===== config.mk =====
export PLATFORM = sky130hd
export DESIGN_NAME = wsr_mul
export DESIGN_NICKNAME = d
export VERILOG_FILES = /design/src/rtl/wsr_pkg.sv /design/src/rtl/wsr_mul.sv
export SDC_FILE = /design/constraint.sdc
export NUM_CORES = 1
export LEC_CHECK = 0
export ABC_CLOCK_PERIOD_IN_PS = 9610
export BUFFER_PORTS_ARGS = -buffer_cell sky130_fd_sc_hd__buf_2
export CELL_PAD_IN_SITES_DETAIL_PLACEMENT = 1
export CELL_PAD_IN_SITES_GLOBAL_PLACEMENT = 1
export CORE_ASPECT_RATIO = 0.9
export CORE_UTILIZATION = 43
export CTS_CLUSTER_DIAMETER = 80
export DETAILED_ROUTE_END_ITERATION = 16
export PLACE_DENSITY_LB_ADDON = 0.1
export SYNTH_ARGS = -nofsm -noshare
export SYNTH_HDL_FRONTEND = slang
export SYNTH_SLANG_ARGS = --single-unit

===== constraint.sdc =====
create_clock -name i_clk -period 9.61 [get_ports i_clk]
set_input_delay 0.961 -clock i_clk [delete_from_list [all_inputs] [get_ports i_clk]]
set_output_delay 0.961 -clock i_clk [all_outputs]
set_load 0.1 [all_outputs]

===== src/rtl/wsr_pkg.sv =====
// ---------------------------------------------------------------------------
// wsr_pkg
// Shared types and constants of the weighted spectrum resampler.
// ---------------------------------------------------------------------------
package wsr_pkg;

    // Request operation codes.
    typedef enum logic [1:0] {
        FUNC_GRID   = 2'd0,
        FUNC_FLUX   = 2'd1,
        FUNC_WEIGHT = 2'd2,
        FUNC_QUERY  = 2'd3
    } t_func;

    // Configuration register indexes.
    localparam logic CFG_MODELS = 1'b0;
    localparam logic CFG_POINTS = 1'b1;

    localparam int MODEL_IDX_W = 6;
    localparam int POINT_IDX_W = 12;
    localparam int WAVE_W      = 16;
    localparam int FLUX_W      = 16;
    localparam int WEIGHT_W    = 16;
    localparam int RESULT_W    = 32;
    localparam int MODELS_W    = 7;
    localparam int POINTS_W    = 13;
    localparam int CFG_IDX_W   = 1;
    localparam int CFG_DATA_W  = 13;

    localparam logic [MODELS_W-1:0] MODELS_RESET = 7'd50;
    localparam logic [POINTS_W-1:0] POINTS_RESET = 13'd3501;

    // Multiplier operand width and accumulator width.
    localparam int MUL_W = 18;
    localparam int ACC_W = 48;

    // Quotient bits of the interpolation fraction.
    localparam int DIV_STEPS = 16;

endpackage


===== src/rtl/wsr_mul.sv =====
// ---------------------------------------------------------------------------
// wsr_mul
// Shared signed multiplier with a registered product.
// ---------------------------------------------------------------------------
module wsr_mul
    import wsr_pkg::*;
(
    input  logic                      i_clk,
    input  logic signed [MUL_W-1:0]   i_a,
    input  logic signed [MUL_W-1:0]   i_b,
    output logic signed [2*MUL_W-1:0] o_prod
);
    logic signed [2*MUL_W-1:0] r_prod;

    always_ff @(posedge i_clk) begin
        r_prod <= i_a * i_b;
    end

    assign o_prod = r_prod;
endmodule


==> results.json, run 1 <==
{
  "outcome": "completed",
  "htreeDepth": 2,
  "drc": 0,
  "core_um2": 29200,
  "io-pin-count": 73,
  "rows": 59,
  "worst-setup-path-type": "in -> reg",
  "port-buffer-count": 72,
  "holdWs_ns": 1.19,
  "path_delay_family": "adder cells",
  "drt-pass1-iter-count": 5,
  "cp-end-kind": "register",
  "yosys_register_bits": 36,
  "seq_area_frac_synth_pct": 5.58,
  "worstMarginPinSlew_ns": 0.679,
  "min_period_ns": 7.31,
  "tns_ns": 0,
  "start_kind": "primary input",
  "finalSetupViolations": 0,
  "initial_core_util_pct": 44.2,
  "ys_types": 48,
  "worstPathRequired_ns": 9.84,
  "dpl_worst_slack_ns": 1.95,
  "numCtsBuffers": 5,
  "netlist_instances": 1378,
  "crit_slowest_cell": "fa_1",
  "die_height_um": 166,
  "yosys_most_used_dff": "dfxtp_1",
  "cts_resized": 0,
  "drtIter0Drc": 357,
  "die_w_um": 185,
  "drv_cap": 0,
  "gp_congestion": 0.827,
  "utilization_pct": 47.0,
  "clock_sinks": 36,
  "cp-endpoint": "o_prod[35]",
  "grt-busiest-layer": "met1",
  "clockRootBuffer": "clkbuf_16",
  "startpoint": "i_b[3]",
  "rsz0062_at_grt": "false",
  "cp_cell_sequence": "buf_2 > nand2_1 > fa_1 > inv_1 > fa_1 > fa_1 > fa_1 > fa_1 > inv_1 > fa_1 > inv_1 > ha_1 > and3_1 > and4_1 > o211ai_1 > o211ai_1 > o41ai_1 > o2111ai_1 > a21oi_1 > xnor2_1",
  "synth_edf_count": 0,
  "syn_to_final_growth_pct": 6.46,
  "slew_headroom_pct": 54.2,
  "cp_common_cell": "fa_1",
  "yosysWarningCount": 0,
  "vias": 8768,
  "routed_wirelength_mm": 33.6,
  "slew_viol_final": 0,
  "grtUsageMet2_pct": 33.3,
  "grt_pass1_vias": 9961,
  "hold_class": "in -> reg",
  "grt_use_met3_pct": 2.87,
  "max_stage_delay_ns": 0.87,
  "layout-drive-gt1-share_pct": 6.51,
  "fin_nets": 1872,
  "syn_area_per_cell_um2": 9.37,
  "ctsHoldBuffers": 0,
  "ys_top_cells_by_area": "fa_1 51%, inv_1 11%, ha_1 9.0%, and2_1 7.9%, dfxtp_1 5.6%",
  "period_share_pct": 76.1,
  "viasPerCell": 4.84,
  "synth_top_area_share_pct": 51.0,
  "gr-usage-met1_pct": 40.4,
  "synth_area_um2": 12900,
  "ant_nets": 0,
  "grt_usage_pct": 24.0,
  "cts_tree": "built",
  "synth-async-reset-ratio_pct": 0,
  "post_drt_wl_per_cell_um": 18.5,
  "hold_violations": 0,
  "antennaDiodeCount": 0,
  "cts_buffer_depth": 2,
  "gr-total-overflow": 0,
  "fin_ws_ns": 2.30,
  "dieArea_um2": 30700,
  "antenna_found_initial": 0,
  "cp_num_buf_inv": 4,
  "place.detailed.hpwl_mm": 28.3,
  "grt_pass1_wl_mm": 56.3,
  "largest_reg_flops": 36,
  "path_max_fanout": 18,
  "path_depth": 20,
  "path_clk_slew_ns": 0.06,
  "cp.arrival_ns": 7.54,
  "synth_top_area_cell": "fa_1",
  "min_path_cells": 2,
  "grt_max_degree": 20,
  "post-cts-setup-buffers": 0,
  "synth_nets": 1837,
  "max_freq_ghz": 0.137
}
[cell families after synthesis]
logic type / Yosys count / share of synthesized area, %
AO/OA/AOI/OAI: 82 / 4.48
AND/OR/NAND/NOR: 387 / 15.4
buffers and inverters: 415 / 12.1
XOR/XNOR: 34 / 2.31
adder cells (fa/ha/maj): 422 / 60.0
multiplexers: 2 / 0.165
flip-flops: 36 / 5.58
[metal layers]
| metal | vias up | wire [um] |
|---|---|---|
| met5 | - | 0 |
| li1 | 4046 | - |
| met3 | 16 | 1380 |
| met4 | 0 | 229 |
| met2 | 146 | 13800 |
| met1 | 4560 | 18200 |
[cell type report]
class                   instances  area, um2
inverters                     371       1390
well taps                     396        495
clock buffers                   5        125
flip-flops and latches         36        721
fillers                      3461      15500
multi-input cells             927      10600
clock inverters                 3       18.8
repair buffers                 72        360
[metrics by stage]
step           instance area [um2]  instances
6_report                     13700       1810
5_1_grt                      13700       1810
4_1_cts                      13700       1810
3_5_place_dp                 13600       1802
3_3_place_gp                 13600       1802
2_1_floorplan                12900       1378
[cell usage after synthesis, drive strengths merged (2+ instances only)]
| master | count |
|---|---|
| fa | 329 |
| a21o | 8 |
| inv | 371 |
| or2 | 2 |
| nand2b | 9 |
| nor2b | 17 |
| a21boi | 3 |
| nand3 | 6 |
| a31oi | 5 |
| and4 | 2 |
| xnor2 | 32 |
| o2111ai | 2 |
| nor3 | 5 |
| and2 | 163 |
| nand2 | 157 |
| a211o | 3 |
| xor2 | 2 |
| nor2 | 18 |
| o21bai | 5 |
| a211oi | 2 |
| a2111oi | 3 |
| clkbuf | 44 |
| a21oi | 22 |
| ha | 93 |
| o211ai | 5 |
| a221oi | 2 |
| nand4 | 2 |
| o21ai | 16 |
| dfxtp | 36 |
[worst min path at each step]
stage           start  slack [ns]   endpoint
2_1_floorplan  i_a[0]        1.08  o_prod[0]
3_3_place_gp   i_b[0]        1.48  o_prod[0]
3_5_place_dp   i_b[0]        1.47  o_prod[0]
4_1_cts        i_b[0]        1.17  o_prod[0]
5_1_grt        i_b[0]        1.19  o_prod[0]
6_report       i_b[0]        1.19  o_prod[0]
[layout by cell type (no fill, tap or decap), drive strengths merged, types with 6 or more instances in the layout]
master,n
inv,371
fa,329
and2,163
nand2,157
ha,93
buf,72
dfxtp,36
xnor2,32
a21oi,22
nor2,18
nor2b,17
o21ai,16
nand2b,9
a21o,8
nand3,6
Power of run 1 is left out: the tool's default activity adds up to more than one toggle a clock period on the data nets, which glitch-free logic cannot reach.
==> inputs of run 2 (changes only) <==
- ABC_CLOCK_PERIOD_IN_PS: 9610 -> 6100
- clock period: 9.61 -> 6.1 ns (I/O delays scaled with it)
==> results.json, run 2 (same netlist as run 1, synthesis figures left out) <==
{
  "fin_nets": 2047,
  "max_freq_ghz": 0.165,
  "path_delay_family": "adder cells",
  "gr-total-overflow": 0,
  "slew_viol_final": 0,
  "dpl-instance-area_um2": 15000,
  "path_clk_slew_ns": 0.06,
  "mostFrequentLayoutCell": "inv_1",
  "vias": 9628,
  "rows": 59,
  "crit_slowest_cell": "fa_1",
  "gp_congestion": 0.819,
  "place.detailed.hpwl_mm": 32.1,
  "worstHoldStart": "i_b[1]",
  "post_drt_wl_per_cell_um": 18.6,
  "path_depth": 22,
  "largest_reg_flops": 36,
  "layout-drive-gt1-share_pct": 21.4,
  "io-pin-count": 73,
  "dieArea_um2": 30700,
  "drtIter0Drc": 302,
  "cp.arrival_ns": 6.24,
  "antennaDiodeCount": 0,
  "cp_common_cell": "fa_1",
  "final_cell_mix": "361 x inv_1, 312 x fa_1, 168 x buf_4",
  "drt-pass1-iter-count": 5,
  "finalSetupViolations": 0,
  "start_kind": "primary input",
  "grt_pass1_vias": 11000,
  "drv_cap": 0,
  "slew_headroom_pct": 65.7,
  "initial_core_util_pct": 44.2,
  "fin_ws_ns": 0.0356,
  "clock_sinks": 36,
  "tns_ns": 0,
  "final_area_um2": 15800,
  "hold_end": "o_prod[1]",
  "grt_pass1_wl_mm": 60.7,
  "syn_to_final_growth_pct": 22.2,
  "cts_tree": "built",
  "outcome": "completed",
  "hold_violations": 0,
  "routed_wirelength_mm": 36.8,
  "port-buffer-count": 72,
  "min_path_cells": 3,
  "htreeDepth": 2,
  "cp_cell_sequence": "buf_4 > and2_4 > fa_1 > inv_1 > fa_1 > inv_1 > fa_1 > inv_1 > fa_1 > fa_1 > fa_1 > inv_1 > ha_4 > a21o_1 > a21o_1 > a221oi_2 > o211ai_1 > o41ai_2 > buf_4 > o21bai_1 > a21oi_1 > xnor2_1",
  "rsz0062_at_grt": "true",
  "worst-setup-path-type": "in -> reg",
  "cp_num_buf_inv": 6,
  "cp-end-kind": "register",
  "hold_class": "in -> reg",
  "cts_buffer_depth": 2,
  "utilization_pct": 54.0,
  "grt_usage_pct": 25.8,
  "ant_nets": 0,
  "core_um2": 29200,
  "drc": 0,
  "clockRootBuffer": "clkbuf_16",
  "die_height_um": 166,
  "min_period_ns": 6.06,
  "worstPathRequired_ns": 6.28,
  "numCtsBuffers": 5,
  "viasPerCell": 4.85,
  "dpl_worst_slack_ns": -0.481,
  "antenna_found_initial": 0,
  "path_max_fanout": 8,
  "die_w_um": 185,
  "worstMarginPinSlew_ns": 0.509,
  "grt_max_degree": 18,
  "max_stage_delay_ns": 0.59,
  "ctsHoldBuffers": 0,
  "period_share_pct": 99.4
}
==> run 2: worst max-delay path by stage <==
stage               startpoint          to  slack [ns]
finish                 i_a[14]  o_prod[33]        0.04
global route           i_a[14]  o_prod[33]       -0.18
CTS                     i_b[6]  o_prod[33]       0.003
detailed placement      i_b[6]  o_prod[33]       -0.48
global placement        i_b[3]  o_prod[33]       -0.46
floorplan              i_b[10]  o_prod[35]       -0.03
==> run 2: layout make-up <==
cell class,instances,area (um2)
clock buffer,5,125
clock inverter,3,46.3
fill,3363,13500
inverter,371,1390
multi-input combinational,927,11100
sequential,36,721
tap,396,495
timing repair buffer,247,1940
==> run 2: stage by stage <==
| stage | hold WS [ns] | instances |
|---|---|---|
| after floorplan | 0.732 | 1378 |
| after global placement | 1.16 | 1970 |
| after detailed placement | 1.16 | 1970 |
| after CTS | 0.922 | 1979 |
| after global routing | 0.871 | 1985 |
| final | 0.851 | 1985 |
==> run 2: routing by layer <==
layer  vias to the layer above  share of wire, %  track usage [%]
met1                      5052                51             40.2
met2                       153                45             39.4
met3                        22               3.8             2.68
met5                         -                 0                0
li1                       4401                 -                -
met4                         0              0.95             3.41
==> run 2: what timing repair did <==
item                       in CTS  in global routing
setup buffers                   1                  6
pin swaps                      17                 41
gates resized for setup        26                106
setup endpoints to repair      10                 11
Power of run 2 is left out for the same reason.
