**config.mk**
```make
export PLATFORM = sky130hd
export DESIGN_NAME = wsr_div
export DESIGN_NICKNAME = d
export VERILOG_FILES = /design/src/rtl/wsr_pkg.sv /design/src/rtl/wsr_div.sv
export SDC_FILE = /design/constraint.sdc
export NUM_CORES = 1
export LEC_CHECK = 0
export BUFFER_PORTS_ARGS = -buffer_cell sky130_fd_sc_hd__buf_2
export CAP_MARGIN = 30
export CORE_MARGIN = 8
export CORE_UTILIZATION = 55
export CTS_CLUSTER_SIZE = 28
export DETAILED_ROUTE_END_ITERATION = 7
export PLACE_DENSITY_LB_ADDON = 0.08
export SETUP_SLACK_MARGIN = 0.4
export SYNTH_ARGS = -nofsm -noshare
export SYNTH_HDL_FRONTEND = slang
export SYNTH_SLANG_ARGS = --single-unit
```
**constraint.sdc**
```tcl
create_clock -name i_clk -period 5.5 [get_ports i_clk]
set_input_delay 1.1 -clock i_clk [delete_from_list [all_inputs] [get_ports i_clk]]
set_output_delay 1.1 -clock i_clk [all_outputs]
set_load 0.02 [all_outputs]
```
**src/rtl/wsr_pkg.sv**
```systemverilog
// ---------------------------------------------------------------------------
// wsr_pkg
// Shared types and constants of the weighted spectrum resampler.
// ---------------------------------------------------------------------------
package wsr_pkg;

    // Request operation codes.
    typedef enum logic [1:0] {
        FUNC_GRID   = 2'd0,
        FUNC_FLUX   = 2'd1,
        FUNC_WEIGHT = 2'd2,
        FUNC_QUERY  = 2'd3
    } t_func;

    // Configuration register indexes.
    localparam logic CFG_MODELS = 1'b0;
    localparam logic CFG_POINTS = 1'b1;

    localparam int MODEL_IDX_W = 6;
    localparam int POINT_IDX_W = 12;
    localparam int WAVE_W      = 16;
    localparam int FLUX_W      = 16;
    localparam int WEIGHT_W    = 16;
    localparam int RESULT_W    = 32;
    localparam int MODELS_W    = 7;
    localparam int POINTS_W    = 13;
    localparam int CFG_IDX_W   = 1;
    localparam int CFG_DATA_W  = 13;

    localparam logic [MODELS_W-1:0] MODELS_RESET = 7'd50;
    localparam logic [POINTS_W-1:0] POINTS_RESET = 13'd3501;

    // Multiplier operand width and accumulator width.
    localparam int MUL_W = 18;
    localparam int ACC_W = 48;

    // Quotient bits of the interpolation fraction.
    localparam int DIV_STEPS = 16;

endpackage

```
**src/rtl/wsr_div.sv**
```systemverilog
// ---------------------------------------------------------------------------
// wsr_div
// Restoring serial divider, one quotient bit per cycle. The numerator must
// be below the denominator, so the quotient is a pure 16-bit fraction.
// ---------------------------------------------------------------------------
module wsr_div
    import wsr_pkg::*;
(
    input  logic                 i_clk,
    input  logic                 i_rst_n,
    input  logic                 i_start,
    input  logic [WAVE_W-1:0]    i_numer,
    input  logic [WAVE_W-1:0]    i_denom,
    output logic                 o_done,
    output logic [DIV_STEPS-1:0] o_quot
);
    localparam int CNT_W = $clog2(DIV_STEPS + 1);

    logic                 r_busy;
    logic                 r_done;
    logic [CNT_W-1:0]     r_cnt;
    logic [WAVE_W-1:0]    r_rem;
    logic [WAVE_W-1:0]    r_den;
    logic [DIV_STEPS-1:0] r_q;
    logic [WAVE_W:0]      shifted;
    logic                 fits;

    // Trial subtraction of the doubled remainder.
    assign shifted = {r_rem, 1'b0};
    assign fits    = shifted >= {1'b0, r_den};

    always_ff @(posedge i_clk) begin
        if (!i_rst_n) begin
            r_busy <= 1'b0;
            r_done <= 1'b0;
            r_cnt  <= '0;
        end else begin
            r_done <= 1'b0;
            if (i_start) begin
                r_busy <= 1'b1;
                r_cnt  <= CNT_W'(DIV_STEPS);
                r_rem  <= i_numer;
                r_den  <= i_denom;
                r_q    <= '0;
            end else if (r_busy) begin
                r_rem <= fits ? WAVE_W'(shifted - {1'b0, r_den}) : WAVE_W'(shifted);
                r_q   <= {r_q[DIV_STEPS-2:0], fits};
                r_cnt <= r_cnt - 1'b1;
                if (r_cnt == CNT_W'(1)) begin
                    r_busy <= 1'b0;
                    r_done <= 1'b1;
                end
            end
        end
    end

    assign o_done = r_done;
    assign o_quot = r_q;
endmodule

```
==> results.md, run 1 <==
- Setup bufs post-CTS: 0
- P&R area growth vs syn: 11.82%
- Dominant combinational cell family by area after synthesis: compound AO/OA/AOI/OAI gates
- Mapped cell area: around 3200 sq um
- Filler instances: approximately 500
- Deepest level of the CTS H-tree: 2
- Busiest metal layer after global routing: met2
- Maximum Capacitance Violations: 0
- Post-CTS Resized: 0
- I/O pin count: 52
- Met2 Resource Use GR: between 20% and 30%
- Worst-case hold slack: 505.6 ps
- Number of iterations in the first detailed-routing pass: 4
- Tightest slew margin relative to the limit: 54.34%
- Global route total overflow: 0
- Final Net Count: approximately 390
- Share of synthesized cell area in and, or, nand and nor gates: roughly 15%
- Routed length per placed instance: roughly 15 microns
- Overall Global Routing Usage: 15.06%
- Number of antenna violations at the first check in global routing: 0
- Max Fanout on Critical Path: 22
- Slowest library cell on the worst path: o211a_2
- Per-instance average area after synthesis: around 11 sq um
- Number of port buffers: 51
- Fraction of final layout cells sized beyond drive strength 1: between 20% and 30%
- Vias in the first global route: ~2300
- RSZ-0062 raised after global routing: no
- Max Freq: 0.3405 GHz
- Required time of the critical path: 5560 ps
- Clock Sink Count: 55
- Routed vias/inst: 5.688
- CTS max path bufs: 2
- XOR/XNOR share of the synthesized area: under 10%
- Cell at the root of the clock tree: clkbuf_8
- Clock transition at the registers of the reported paths: 100 ps
- Width of the chip: approximately 92 microns
- Power density cells: 282.9 nW/um^2
- CTS tree: yes
- HPWL after detailed placement: between 4 and 5 mm
- Met3 global-route usage: 3.236%
- Final number of max-transition violations: 0
- Clk Latency, worst-skew pair: 310 ps
- Total length of routed wires: approximately 6.2 mm
- Detailed router's first-iteration violation count: between 100 and 150
- Adder and majority gate portion of the synthesized area: under 10%
- Core area: 5781 sq um
- Buffering stage count on the worst path with inverters included: 0
- Compound-cell area share of the yosys netlist: 18.61%
- Number of hold-slack violations in the final timing report: 0
- Number of standard cells after synthesis: between 200 and 300
- Warnings from Yosys: 0
- Kind of cell with the highest combined delay on the critical path: compound AO/OA/AOI/OAI gates
- Number of enable-type register cells in the synthesized netlist: 48
- Starting Density: 55.48%
- Total negative slack: 0 ps
- Endpoints failing setup: 0
- Leakage component of the power: 1.468 nW
- Worst slew pin tran: between 600 and 700 ps
- Proportion of synthesized chip area in sequential cells: 49.32%
- Global-route wire length before repair: ~11 mm
- Asr flop ratio synth: 0%
- Register bit count reported by yosys: between 50 and 60
- Crit-path cells: ha_1 -> a21o_1 -> a31o_1 -> o311ai_1 -> o211a_2 -> nor2_2 -> a221o_1
- Num CTS Buffers: 5
- Top cell type's share of synthesized area: 44.95%
- Multiplexer share of the synthesized area: less than 1%
- Setup clock skew after layout: around 6.3 ps
- Final worst path period share: between 50% and 60%
- N_diodes: 0
- Kind of path behind the tightest hold check: reg -> reg
- Result of the run: finished, final reports clean
- Largest net degree at the start of global routing: 43
- GP Congestion: a little under 0.8
- Main area contributors after synthesis: edfxtp_1 (45%), ha_1 (7.0%), nor2b_1 (4.5%), dfxtp_1 (4.4%), inv_1 (2.7%)
- Detailed-route DRC error count: 0
- Total Die Area: ~8500 sq um
- Count of unique library cells instantiated by Yosys: between 50 and 60
- Critical path type: reg -> reg
- Fin crit period: 2937 ps
- Maximum cell stage delay along the critical path: between 600 and 700 ps
- CP Launch Type: flop
- Number of nets still failing antenna checks after routing: 0
- Peak supply drop: between 0.00015 and 0.0002 V
- Number of vias in the routed layout: approximately 2300
- Post-synth top area cell: edfxtp_1
- Die H: just over 90 microns
- Worst path arrival time: 3000 ps
- Ys flop type: edfxtp_1
- CTS hold repair buffers: 0
- Site row count: 28
- Type of element capturing the critical path: flop
- Mapped Nets: between 300 and 400
- Met1 usage: between 10% and 20%
## Yosys cell counts (3+ instances only)
cell type / n
a211o_1: 3
a21o_1: 6
a21oi_1: 14
a221o_1: 4
a22oi_2: 5
buf_2: 3
clkbuf_1: 4
dfxtp_1: 7
edfxtp_1: 48
ha_1: 18
inv_1: 23
nand2_1: 12
nand2b_1: 8
nand3_1: 3
nand3b_1: 5
nor2_1: 12
nor2b_1: 23
nor3_1: 5
nor3b_1: 4
o21a_1: 5
o21ai_0: 4
o311ai_1: 5
o31ai_1: 3
o31ai_2: 4
xnor2_1: 6
xor2_1: 8
## logic make-up (layout without fill, tap and decap cells)
| logic type | count (synthesis) | after routing |
|---|---|---|
| buffers and inverters | 34 | 84 |
| flip-flops | 55 | 55 |
| AND/OR/NAND/NOR | 84 | 84 |
| AO/OA/AOI/OAI | 74 | 74 |
| multiplexers | 2 | 2 |
| XOR/XNOR | 14 | 14 |
| adder cells (fa/ha/maj) | 19 | 19 |
## path summary, 6_finish.rpt
| path | slack, ps | depth (start not counted) | start | end |
|---|---|---|---|---|
| min | 510 | 2 | r_cnt[1]$_SDFFE_PP0P_ | r_cnt[1]$_SDFFE_PP0P_ |
| max reg2reg | 2560 | 7 | r_rem[3]$_DFFE_PP_ | r_rem[14]$_DFFE_PP_ |
| max | 2560 | 7 | r_rem[3]$_DFFE_PP_ | r_rem[14]$_DFFE_PP_ |
| min reg2reg | 510 | 2 | r_cnt[1]$_SDFFE_PP0P_ | r_cnt[1]$_SDFFE_PP0P_ |
## per-layer routing
metal  wire length, microns  part of all wire [%]  up-vias
met5                      0                     0        -
met1                   2878                    46     1119
met2                   3011                    49       42
li1                       -                     -     1149
met3                    247                   4.0        5
met4                     56                  0.90        0
## cell type report
cell class | instances | area [sq um] | share of cell area [%]
sequential | 55 | 1582 | 44.10
multi-input combinational | 193 | 1466 | 40.89
timing repair buffer | 53 | 270.3 | 7.537
tap | 75 | 93.84 | 2.617
inverter | 23 | 86.33 | 2.408
clock buffer | 6 | 72.57 | 2.024
clock inverter | 2 | 15.01 | 0.4187
## through the flow
stage               total power, mW  cells  setup WS [ps]  utilization (%)  instance area [sq um]
floorplan                    0.7348    282           2748                -                   3207
global placement             0.7898    399           2667            60.52                   3498
detailed placement           0.7933    399           2577            60.52                   3498
CTS                           1.023    407           2541            62.03                   3586
global route                  1.070    407           2345            62.03                   3586
finish                        1.014    407           2563            62.03                   3586
## placed cells by master (no fill, tap or decap), types with 5 or more instances in the layout
cell	count
a21o_1	6
a21oi_1	14
a22oi_2	5
buf_2	51
clkbuf_8	5
dfxtp_1	7
edfxtp_1	48
ha_1	18
inv_1	23
nand2_1	12
nand2b_1	8
nand3b_1	5
nor2_1	12
nor2b_1	23
nor3_1	5
o21a_1	5
o311ai_1	5
xnor2_1	6
xor2_1	8
## sequential cells by signal, summed over array words and instances, names as in the netlist
signal  count
r_den      16
r_busy      1
r_cnt       5
o_done      1
r_rem      16
o_quot     16
## worst register-to-register path, cell delays in order, from the launching register on
cell      delay [ps]
edfxtp_1         400
ha_1             390
a21o_1           220
a31o_1           210
o311ai_1         360
o211a_2          640
nor2_2           110
a221o_1          360
## report_power, final
| part | switching (mW) | internal, mW |
|---|---|---|
| logic | 0.158 | 0.117 |
| registers | 0.0152 | 0.494 |
| clock network | 0.137 | 0.0923 |
Power figures use the tool's default switching activity.
==> run 2: changes to the inputs <==
clock period = 2.9 ns   (was 5.5 ns; I/O delays follow)
==> run 2 against run 1 <==
Utilization grew 6.3 points. First-iteration DRC count increased by 14%. Fmax is 20% higher. Register-to-register slack lost 2100 ps. Routed wire length grew 11%. Clock power up 92%. Via count grew 1.1%. Non-clock buffer count rose by 16. Die area unchanged. Sequential share of layout area fell by 4.1 points. Critical path type unchanged. Largest cell class is now multi-input gates.
==> results.md, run 2 (synthesis results as in run 1) <==
- Num CTS Buffers: 5 (unchanged)
- Setup clock skew after layout: 7.889 ps (+1.619 ps)
- Total Die Area: 8530 sq um (unchanged)
- Critical path type: reg -> reg
- Leakage component of the power: 1.563 nW (+6.5%)
- Proportion of power drawn by flip-flops and latches: 47.3% (-2.9 points)
- Clock transition at the registers of the reported paths: 100 ps (about the same)
- Worst path arrival time: 2530 ps (-470 ps)
- Final worst path period share: 84.55% (+31 points)
- Worst slew pin tran: 694.1 ps (+9.859 ps)
- Internal power of the cells: 1.420 mW (+100%)
- Part of the total power dissipated in the clock network: 21.4% (-1.2 points)
- Peak supply drop: 0.0003435 V (+90%)
- Filler instances: 435 (-13%)
- Max Freq: 0.4079 GHz (+20%)
- Die H: 92.36 microns (unchanged)
- Number of antenna violations at the first check in global routing: 0 (unchanged)
- Switching component of the power: 642.2 uW (+110%)
- Site row count: 28 (unchanged)
- Cell count after placement: 400 (+0.25%)
- CTS tree: yes
- Total length of routed wires: 6.862 mm (+11%)
- Detailed router's first-iteration violation count: 142 (+14%)
- CTS max path bufs: 2 (unchanged)
- I/O pin count: 52 (unchanged)
- Highest-count cells in the layout ignoring fill and taps: buf_2 (51), edfxtp_1 (48), inv_1 (22), nor2b_1 (21), buf_4 (17)
- RSZ-0062 raised after global routing: yes
- Final number of max-transition violations: 0 (unchanged)
- Required time of the critical path: 2970 ps (-2590 ps)
- Width of the chip: 92.36 microns (unchanged)
- Core area: 5781 sq um (unchanged)
- N_diodes: 0 (unchanged)
- Max Fanout on Critical Path: 3 (-86%)
- GP Congestion: 0.7816 (-0.19%)
- Deepest level of the CTS H-tree: 2 (unchanged)
- Fin crit period: 2452 ps (-485.3 ps)
- Maximum Capacitance Violations: 0 (unchanged)
- Combinational power share: 31.3% (+4.1 points)
- Total area of sequential cells: 1582 sq um (unchanged)
- Clk Latency, worst-skew pair: 320 ps (about the same)
- Starting Density: 55.48% (unchanged)
- Number of iterations in the first detailed-routing pass: 4 (unchanged)
- Crit-path cells: inv_1 -> ha_4 -> nor2b_4 -> o2111a_2 -> o311ai_4 -> buf_4 -> o211ai_1 -> buf_4 -> a221o_1
- Vias in the first global route: 2324 (+1.0%)
- Overall Global Routing Usage: 15.27% (+0.21 points)
- Cell at the root of the clock tree: clkbuf_8
- Largest net degree at the start of global routing: 42 (-2.3%)
- HPWL after detailed placement: 4.536 mm (+1.4%)
- Slowest library cell on the worst path: edfxtp_1
- Most frequent standard cell in the layout excluding fill and tap cells: buf_2
- Clock Sink Count: 55 (unchanged)
- Routed length per placed instance: 16.22 microns (+6.6%)
- Number of vias in the routed layout: 2341 (+1.1%)
- Tightest slew margin relative to the limit: 53.68% (-0.66 points)
- Maximum cell stage delay along the critical path: 400 ps (-240 ps)
- Worst path most repeated cell: buf_4
- Global-route wire length before repair: 10.64 mm (about the same)
- Endpoints failing setup: 0 (unchanged)
- Kind of path behind the tightest hold check: in -> reg
- Total negative slack: 0 ps (unchanged)
- Routed vias/inst: 5.534 (-2.7%)
- P&R area growth vs syn: 23.14%
- CTS hold repair buffers: 0 (unchanged)
- Sw Ratio: 31.15% (+0.50 points)
- Type of element capturing the critical path: flop
- Number of port buffers: 51 (unchanged)
- Fraction of final layout cells sized beyond drive strength 1: 32.47% (+10 points)
- Number of hold-slack violations in the final timing report: 0 (unchanged)
- Number of nets still failing antenna checks after routing: 0 (unchanged)
- Detailed-route DRC error count: 0 (unchanged)
- CP Launch Type: flop
- Power density cells: 522.1 nW/um^2 (+85%)
- Result of the run: finished, final reports clean
- Combined area of the multi-input logic cells: 1694 sq um (+16%)
- Final Net Count: 401 (+4.2%)
- Global route total overflow: 0 (unchanged)
- Final cell count without fillers: 423 (+3.9%)
## run 2: cell count changes in the layout (fill, tap and decap cells not counted), moves of 2 or more
cell / change
ha_1: -12
nor2b_1: -2
ha_4: +12
buf_4: +15
## run 2: path summary, 6_finish.rpt
check	from	end	slack, ps	cells after the start
setup / recovery	r_den[1]$_DFFE_PP_	r_rem[5]$_DFFE_PP_	450	9
hold / removal	i_denom[11]	r_den[11]$_DFFE_PP_	430	1
setup reg to reg	r_den[1]$_DFFE_PP_	r_rem[5]$_DFFE_PP_	450	9
hold reg to reg	r_cnt[1]$_SDFFE_PP0P_	r_cnt[1]$_SDFFE_PP0P_	500	2
## run 2: per-stage QoR
stage | setup WS, ps | instance area (sq um) | utilization, % | hold slack (ps) | power (mW)
global route | 339.1 | 3949 | 68.31 | 419.0 | 2.158
finish | 448.2 | 3949 | 68.31 | 432.9 | 2.062
detailed placement | 208.5 | 3518 | 60.87 | 489.8 | 1.511
CTS | 402.7 | 3666 | 63.42 | 429.2 | 1.967
global placement | 284.0 | 3518 | 60.87 | 487.5 | 1.502
floorplan | 542.2 | 3207 | - | 468.5 | 1.394
## run 2: critical path: cells and delay by family, from the launching register on
kind,cells,cell delay [ps]
compound gates,4,990
flops,1,400
fa+ha+maj,1,210
buf+inv,3,490
simple gates,1,120
## run 2: area by class of cell
cell class | count | share of cell area [%]
clock buffers | 5 | 1.743
clock inverters | 3 | 0.5387
inverters | 23 | 2.186
multi-input cells | 193 | 42.90
flip-flops and latches | 55 | 40.05
well taps | 75 | 2.376
repair buffers | 69 | 10.20
## run 2: power groups by stage
stage | combinational (mW) | clock, mW | sequential, mW
after floorplan | 0.399 | 0 | 0.995
after global placement | 0.518 | 0 | 0.984
after detailed placement | 0.526 | 0 | 0.985
after CTS | 0.549 | 0.450 | 0.968
after global routing | 0.703 | 0.472 | 0.984
final | 0.645 | 0.441 | 0.976
## run 2: timing repair
item	4_1_cts	5_1_grt
setup endpoints to repair	11	14
setup buffers	5	10
gates resized for setup	2	36
pin swaps	1	11
## run 2: metal layers
layer	up-vias	wire length (microns)	GRT usage, %
li1	1179	-	-
met4	0	91	4.832
met1	1117	3132	18.13
met5	-	0	0
met2	36	3457	26.64
met3	9	181	3.560
